### src/hdl/rpft_pkg.sv
// ----------------------------------------------------------------------------
// rpft_pkg
// Shared types and constants for the RSSI peak frequency tracker.
// ----------------------------------------------------------------------------
package rpft_pkg;

	localparam int FREQ_W = 30;
	localparam int FRAC_W = 8;
	localparam int FILT_W = FREQ_W + FRAC_W;
	localparam int DIFF_W = FILT_W + 1;
	localparam int GAIN_W = 8;
	localparam int PROD_W = DIFF_W + GAIN_W + 1;
	localparam int RSSI_W = 9;
	localparam int HOLD_W = 5;

	localparam logic signed [DIFF_W-1:0] JUMP_LIMIT = DIFF_W'(64'd500000 << FRAC_W);
	localparam logic [GAIN_W-1:0] GAIN_FAST = GAIN_W'(230);
	localparam logic [GAIN_W-1:0] GAIN_SLOW = GAIN_W'(8);
	localparam logic signed [PROD_W-1:0] GAIN_ROUND = PROD_W'(128);

	localparam logic [HOLD_W-1:0] HOLD_START        = HOLD_W'(20);
	localparam logic [HOLD_W-1:0] HOLD_RELEASE      = HOLD_W'(18);
	localparam logic [HOLD_W-1:0] HOLD_COARSE_LIMIT = HOLD_W'(10);

	localparam logic signed [RSSI_W-1:0] PEAK_FLOOR    = -RSSI_W'(254);
	localparam logic signed [RSSI_W-1:0] TRIGGER_RESET = -RSSI_W'(194);

	typedef enum logic [1:0] {
		MODE_COARSE    = 2'd0,
		MODE_FINE      = 2'd1,
		MODE_SWEEP_END = 2'd2,
		MODE_UNUSED    = 2'd3
	} mode_t;

	typedef logic [FREQ_W-1:0]        freq_t;
	typedef logic [FILT_W-1:0]        filt_t;
	typedef logic signed [RSSI_W-1:0] rssi_t;

endpackage

### src/hdl/rpft_ema.sv
// ----------------------------------------------------------------------------
// rpft_ema
// Adaptive exponential moving average of the reported peak frequency.
// Gain 230/256 on a large jump, 8/256 otherwise; a zero filter is seeded.
// ----------------------------------------------------------------------------
module rpft_ema import rpft_pkg::*; (
	input  filt_t filter,
	input  freq_t sample,
	output filt_t filter_next,
	output freq_t freq_out
);

	filt_t                    sample_ext;
	logic signed [DIFF_W-1:0] diff;
	logic                     fast;
	logic [GAIN_W-1:0]        gain;
	logic signed [PROD_W-1:0] prod;
	logic signed [PROD_W-1:0] step;
	logic signed [PROD_W-1:0] sum;

	always_comb begin
		sample_ext = {sample, FRAC_W'(0)};
		diff       = $signed({1'b0, sample_ext}) - $signed({1'b0, filter});
		fast       = (diff > JUMP_LIMIT) || (diff < -JUMP_LIMIT);
		gain       = fast ? GAIN_FAST : GAIN_SLOW;
		prod       = PROD_W'(diff) * $signed(PROD_W'({1'b0, gain}));
		step       = (prod + GAIN_ROUND) >>> GAIN_W;
		sum        = $signed(PROD_W'({1'b0, filter})) + step;
		if (filter == '0) begin
			filter_next = sample_ext;
			freq_out    = sample;
		end else begin
			filter_next = sum[FILT_W-1:0];
			freq_out    = sum[FILT_W-1:FRAC_W];
		end
	end

endmodule

### src/hdl/rssi_peak_frequency_tracker_unit.sv
// ----------------------------------------------------------------------------
// rssi_peak_frequency_tracker_unit
// Coarse and fine RSSI peak tracking with hold logic and a filtered report.
// ----------------------------------------------------------------------------
// One word in, one word out. A word is registered on entry, then the peak,
// hold and filter update is done into the output register. A new word is
// taken every cycle unless out_stall holds the output; the single state
// update path (peaks, hold counter, filter) sets that rate. Every word
// yields a result; report_valid marks the sweep ends that carry a report.
module rssi_peak_frequency_tracker_unit import rpft_pkg::*; (
	input  logic         clk,
	input  logic         arst_n,
	input  logic         cfg_wr_en,
	input  rssi_t        cfg_wr_data,
	input  logic         in_valid,
	output logic         in_stall,
	input  logic [1:0]   mode,
	input  freq_t        frequency,
	input  rssi_t        rssi,
	output logic         out_valid,
	input  logic         out_stall,
	output logic         report_valid,
	output freq_t        report_frequency,
	output rssi_t        report_rssi,
	output logic         report_active,
	output freq_t        coarse_peak_frequency,
	output logic         coarse_triggered
);

	// input stage
	logic  valid_s1;
	mode_t mode_s1;
	freq_t freq_s1;
	rssi_t rssi_s1;

	// tracker state
	rssi_t             trig_q;
	rssi_t             coarse_rssi_q, fine_rssi_q, held_rssi_q;
	freq_t             coarse_freq_q, fine_freq_q, held_freq_q;
	logic [HOLD_W-1:0] hold_q;
	filt_t             filter_q;

	// result register
	logic  out_valid_q, rep_valid_q, rep_active_q, coarse_trig_q;
	freq_t rep_freq_q, coarse_out_q;
	rssi_t rep_rssi_q;

	logic in_accept, advance;

	rssi_t             coarse_rssi_d, fine_rssi_d, held_rssi_d, rep_rssi_d;
	freq_t             coarse_freq_d, fine_freq_d, held_freq_d, rep_freq_d;
	logic [HOLD_W-1:0] hold_d, hold_dec;
	filt_t             filter_d, ema_filter;
	freq_t             ema_sample, ema_freq;
	logic              rep_valid_d, rep_active_d, fine_hit, coarse_hit;

	assign advance   = valid_s1 && (!out_valid_q || !out_stall);
	assign in_stall  = valid_s1 && !advance;
	assign in_accept = in_valid && !in_stall;

	assign fine_hit   = fine_rssi_q > trig_q;
	assign coarse_hit = (coarse_rssi_q > trig_q) && (hold_q < HOLD_COARSE_LIMIT);
	assign ema_sample = fine_hit ? fine_freq_q : coarse_freq_q;
	assign hold_dec   = hold_q - HOLD_W'(1);

	rpft_ema u_ema (
		.filter      (filter_q),
		.sample      (ema_sample),
		.filter_next (ema_filter),
		.freq_out    (ema_freq)
	);

	always_comb begin
		coarse_rssi_d = coarse_rssi_q;
		coarse_freq_d = coarse_freq_q;
		fine_rssi_d   = fine_rssi_q;
		fine_freq_d   = fine_freq_q;
		held_rssi_d   = held_rssi_q;
		held_freq_d   = held_freq_q;
		hold_d        = hold_q;
		filter_d      = filter_q;
		rep_valid_d   = 1'b0;
		rep_active_d  = 1'b0;
		rep_freq_d    = '0;
		rep_rssi_d    = '0;
		case (mode_s1)
			MODE_COARSE: begin
				if (rssi_s1 > coarse_rssi_q) begin
					coarse_rssi_d = rssi_s1;
					coarse_freq_d = freq_s1;
				end
			end
			MODE_FINE: begin
				if (rssi_s1 > fine_rssi_q) begin
					fine_rssi_d = rssi_s1;
					fine_freq_d = freq_s1;
				end
			end
			MODE_SWEEP_END: begin
				if (fine_hit || coarse_hit) begin
					hold_d       = HOLD_START;
					held_rssi_d  = fine_hit ? fine_rssi_q : coarse_rssi_q;
					held_freq_d  = ema_sample;
					filter_d     = ema_filter;
					rep_valid_d  = 1'b1;
					rep_active_d = 1'b1;
					rep_freq_d   = ema_freq;
					rep_rssi_d   = fine_hit ? fine_rssi_q : coarse_rssi_q;
				end else if (hold_q != '0) begin
					hold_d = hold_dec;
					if (hold_dec == HOLD_RELEASE) begin
						rep_valid_d = 1'b1;
						rep_freq_d  = held_freq_q;
						rep_rssi_d  = held_rssi_q;
					end
				end else begin
					filter_d    = '0;
					rep_valid_d = 1'b1;
				end
				coarse_rssi_d = PEAK_FLOOR;
				coarse_freq_d = '0;
				fine_rssi_d   = PEAK_FLOOR;
				fine_freq_d   = '0;
			end
			default: begin
			end
		endcase
	end

	always_ff @(posedge clk or negedge arst_n) begin
		if (!arst_n) begin
			valid_s1 <= 1'b0;
		end else if (in_accept) begin
			valid_s1 <= 1'b1;
		end else if (advance) begin
			valid_s1 <= 1'b0;
		end
	end

	always_ff @(posedge clk) begin
		if (in_accept) begin
			mode_s1 <= mode_t'(mode);
			freq_s1 <= frequency;
			rssi_s1 <= rssi;
		end
	end

	always_ff @(posedge clk or negedge arst_n) begin
		if (!arst_n) begin
			trig_q <= TRIGGER_RESET;
		end else if (cfg_wr_en) begin
			trig_q <= cfg_wr_data;
		end
	end

	always_ff @(posedge clk or negedge arst_n) begin
		if (!arst_n) begin
			coarse_rssi_q <= PEAK_FLOOR;
			coarse_freq_q <= '0;
			fine_rssi_q   <= PEAK_FLOOR;
			fine_freq_q   <= '0;
			held_rssi_q   <= '0;
			held_freq_q   <= '0;
			hold_q        <= '0;
			filter_q      <= '0;
		end else if (advance) begin
			coarse_rssi_q <= coarse_rssi_d;
			coarse_freq_q <= coarse_freq_d;
			fine_rssi_q   <= fine_rssi_d;
			fine_freq_q   <= fine_freq_d;
			held_rssi_q   <= held_rssi_d;
			held_freq_q   <= held_freq_d;
			hold_q        <= hold_d;
			filter_q      <= filter_d;
		end
	end

	always_ff @(posedge clk or negedge arst_n) begin
		if (!arst_n) begin
			out_valid_q <= 1'b0;
		end else if (advance) begin
			out_valid_q <= 1'b1;
		end else if (!out_stall) begin
			out_valid_q <= 1'b0;
		end
	end

	// result payload
	always_ff @(posedge clk) begin
		if (advance) begin
			rep_valid_q   <= rep_valid_d;
			rep_active_q  <= rep_active_d;
			rep_freq_q    <= rep_freq_d;
			rep_rssi_q    <= rep_rssi_d;
			coarse_out_q  <= coarse_freq_d;
			coarse_trig_q <= coarse_rssi_d > trig_q;
		end
	end

	assign out_valid             = out_valid_q;
	assign report_valid          = rep_valid_q;
	assign report_frequency      = rep_freq_q;
	assign report_rssi           = rep_rssi_q;
	assign report_active         = rep_active_q;
	assign coarse_peak_frequency = coarse_out_q;
	assign coarse_triggered      = coarse_trig_q;

`ifndef ASSERT_OFF
	a_hold_range: assert property (@(posedge clk) disable iff (!arst_n)
		hold_q <= HOLD_START)
		else $error("hold counter beyond start value");

	a_active_valid: assert property (@(posedge clk) disable iff (!arst_n)
		out_valid_q && rep_active_q |-> rep_valid_q && (rep_rssi_q > trig_q))
		else $error("active report without valid trigger");

	a_peaks_cleared: assert property (@(posedge clk) disable iff (!arst_n)
		advance && (mode_s1 == MODE_SWEEP_END) |=>
		(coarse_rssi_q == PEAK_FLOOR) && (fine_rssi_q == PEAK_FLOOR))
		else $error("peaks not cleared after sweep end");

	a_empty_no_stall: assert property (@(posedge clk) disable iff (!arst_n)
		!valid_s1 |-> !in_stall)
		else $error("stall with empty input stage");
`endif

endmodule
### config.mk
export PLATFORM = sky130hd
export DESIGN_NAME = rssi_peak_frequency_tracker_unit
export DESIGN_NICKNAME = d
export VERILOG_FILES = /design/src/hdl/rpft_pkg.sv /design/src/hdl/rpft_ema.sv /design/src/hdl/rssi_peak_frequency_tracker_unit.sv
export SDC_FILE = /design/constraint.sdc
export NUM_CORES = 1
export LEC_CHECK = 0
export BUFFER_PORTS_ARGS = -buffer_cell sky130_fd_sc_hd__buf_2
export CORE_MARGIN = 5
export CORE_UTILIZATION = 45
export DETAILED_ROUTE_END_ITERATION = 8
export PLACE_DENSITY_LB_ADDON = 0.2
export SLEW_MARGIN = 20
export SYNTH_ARGS = -nofsm -noshare
export SYNTH_HDL_FRONTEND = slang
export SYNTH_SLANG_ARGS = --single-unit
### constraint.sdc
create_clock -name clk -period 18.05 [get_ports clk]
set_input_delay 1.805 -clock clk [delete_from_list [all_inputs] [get_ports clk]]
set_output_delay 1.805 -clock clk [all_outputs]
set_load 0.03 [all_outputs]
==> results.yml <==
outcome:
  status: "completed"
cells_and_area:
  fin_area_um2: 26300
  drive_gt1_share_pct: 9.04
  area_delta_synth_final_pct: 9.66
  layout.nets: 3177
  diodes: 0
critical_path:
  critPathRequiredTime_ps: 18380
  crit_buf_inv: 7
  crit_family: "compound AO/OA/AOI/OAI gates"
  reg2reg_slack_ps: 2710
  critPathLaunchType: "register"
  reg2reg_from: "trig_q[1]$_DFFE_PN1P_"
  cp.arrival_ps: 15670
  crit_top_cell: "o21ai_0"
  path_class: "register to register"
  reg2reg_to: "report_frequency[22]$_SDFFCE_PN0P_"
  slowest_delay_ps: 790
  critical-path-slowest-cell: "o2111a_1"
  end_kind: "register"
  path_max_fanout: 44
  cp.depth: 63
  reg2reg_depth: 63
floorplanning:
  ios: 129
  start_util_pct: 45.5
  rows: 84
  die-area_um2: 58100
  fp.coreArea_um2: 52800
  chipHeight_um: 241
  dieWidth_um: 241
global_routing:
  grt-ovfl-total: 0
  antenna_found_initial: 0
  grt_max_degree: 79
  grtUsageTotal_pct: 21.6
  grt_pass1_wl_um: 102000
  grt_pass1_vias: 19000
timing:
  finalCritPeriodShare_pct: 85.0
  slew_viol_final: 0
  relSlewSlack_pct: 29.3
  setup_viol: 0
  holdWs_ps: 481
  finalHoldViolCount: 0
  finClkSkew_ps: 17.9
  min_period_ps: 15340
  worst_slew_pin_slew_ps: 1060
  rsz0062_at_grt: "false"
  tns_ps: 0
  fmax_mhz: 65.2
detailed_routing:
  ant_nets: 0
  drt-vias-per-instance: 5.44
  vias: 18600
  first_pass_iters: 5
  drt-initial-drc-count: 1231
  drc_errors: 0
  avgRoutedWirePerCell_um: 18.4
  wl_um: 63000
worst_hold_path:
  holdPathStages: 2
  hold-path-endpoint: "held_rssi_q[1]$_DFFE_PN0P_"
  hp-class: "register to register"
  hold_start: "held_rssi_q[1]$_DFFE_PN0P_"
synth:
  synth.most_common_cell: "inv_1"
  synthCells: 2600
  avgSynthCellArea_um2: 9.24
  syn_area_um2: 24000
  synth_ff_type: "dfrtp_1"
  yosysTopAreaCellShare_pct: 16.8
  synth_seq_cells: 284
  ys_top_cells_by_area: "dfrtp_1, edfxtp_1, ha_1, fa_1, inv_1"
  yosysUniqueCellTypes: 80
  yosys_warnings: 0
  synth_top_area_cell: "dfrtp_1"
  yosysSeqAreaShare_pct: 32.0
  ys_top_cells_by_count: "inv_1, nand2_1, ha_1"
  async_reset_ff_share_pct: 60.2
  synth_edf_count: 113
clock_network:
  htree_num_levels: 1
  cts_resized: 0
  numCtsBuffers: 27
  cts_tree: "done"
  root_buffer: "clkbuf_16"
  clock-sinks: 284
  cts_hold_buffers: 0
  clk_latency_ps: 540
  post_cts_buffers: 0
  cts.clk_slew.worst_paths_ps: 60
  clk_path_buf_depth: 3
placed_design:
  numPortBuffers: 128
  dp_hpwl_um: 49600
  gp_congestion: 0.968
  place_area_um2: 25500
flow_run:
  maxCapViolations: 0
==> flip-flops by register name (all words and copies together), names as in the netlist, 30 cells and up <==
| register | cells |
|---|---|
| coarse_peak_frequency | 30 |
| held_freq_q | 30 |
| fine_freq_q | 30 |
| filter_q | 38 |
| coarse_freq_q | 30 |
| report_frequency | 30 |
| freq_s1 | 30 |
==> area by class of cell <==
class | count | area [um2]
Fill cell | 4929 | 26400
Multi-Input combinational cell | 1916 | 14900
Sequential cell | 284 | 7680
Inverter | 345 | 1300
Tap cell | 688 | 861
Timing Repair Buffer | 148 | 817
Clock buffer | 37 | 723
Clock inverter | 12 | 91.3
==> metrics by stage <==
| step | worst slack [ps] | instances | utilization (%) |
|---|---|---|---|
| 2_1_floorplan | 4690 | 2626 | - |
| 3_3_place_gp | 2950 | 3380 | 48.3 |
| 3_5_place_dp | 2770 | 3380 | 48.3 |
| 4_1_cts | 2710 | 3429 | 49.9 |
| 5_1_grt | 1400 | 3430 | 49.9 |
| 6_report | 2710 | 3430 | 49.9 |
==> placed cells by master (no fill, tap or decap), drive strengths merged, types with 46 or more instances in the layout <==
| cell | synthesis | layout |
|---|---|---|
| inv | 345 | 346 |
| nand2 | 308 | 308 |
| ha | 255 | 255 |
| o21ai | 236 | 236 |
| nor2 | 169 | 169 |
| dfrtp | 161 | 161 |
| buf | 16 | 148 |
| fa | 145 | 145 |
| edfxtp | 113 | 113 |
| a21oi | 97 | 97 |
| nand3 | 65 | 65 |
| xnor2 | 62 | 62 |
| a21o | 48 | 48 |
| a22o | 46 | 46 |
==> worst min-delay path: cells and delay by family, from the launching register on <==
kind / cells / cell delay, ps
DFF: 1 / 340
AOI/OAI and AO/OA: 1 / 60
and+or+nand+nor: 1 / 50
==> worst max path at each step <==
| stage | end | slack [ps] | startpoint |
|---|---|---|---|
| after floorplan | report_frequency[29]$_SDFFCE_PN0P_ | 4690 | trig_q[1]$_DFFE_PN1P_ |
| after global placement | report_frequency[29]$_SDFFCE_PN0P_ | 2950 | trig_q[1]$_DFFE_PN1P_ |
| after detailed placement | report_frequency[29]$_SDFFCE_PN0P_ | 2770 | trig_q[1]$_DFFE_PN1P_ |
| after CTS | report_frequency[29]$_SDFFCE_PN0P_ | 2710 | trig_q[1]$_DFFE_PN1P_ |
| after global routing | report_frequency[29]$_SDFFCE_PN0P_ | 1400 | trig_q[1]$_DFFE_PN1P_ |
| final | report_frequency[22]$_SDFFCE_PN0P_ | 2710 | trig_q[1]$_DFFE_PN1P_ |
==> metal layers <==
| metal | vias up | wire length [um] | global-route usage, % |
|---|---|---|---|
| li1 | 9114 | - | - |
| met1 | 8997 | 29800 | 31.4 |
| met2 | 456 | 29100 | 35.5 |
| met3 | 78 | 2690 | 2.01 |
| met4 | 0 | 1460 | 4.89 |
| met5 | - | 0 | 0 |
==> kinds of logic after synthesis <==
group / Yosys count / share of synthesized area (%)
multiplexers: 61 / 2.64
XOR/XNOR: 98 / 3.57
buffers and inverters: 426 / 6.71
flip-flops: 284 / 32.0
AO/OA/AOI/OAI: 575 / 15.1
adder cells (fa/ha/maj): 400 / 25.4
other: 2 / 0.0313
AND/OR/NAND/NOR: 754 / 14.6
Power is not shown: default switching activity piles up to over one toggle a cycle in this logic, so the estimate is an artifact.
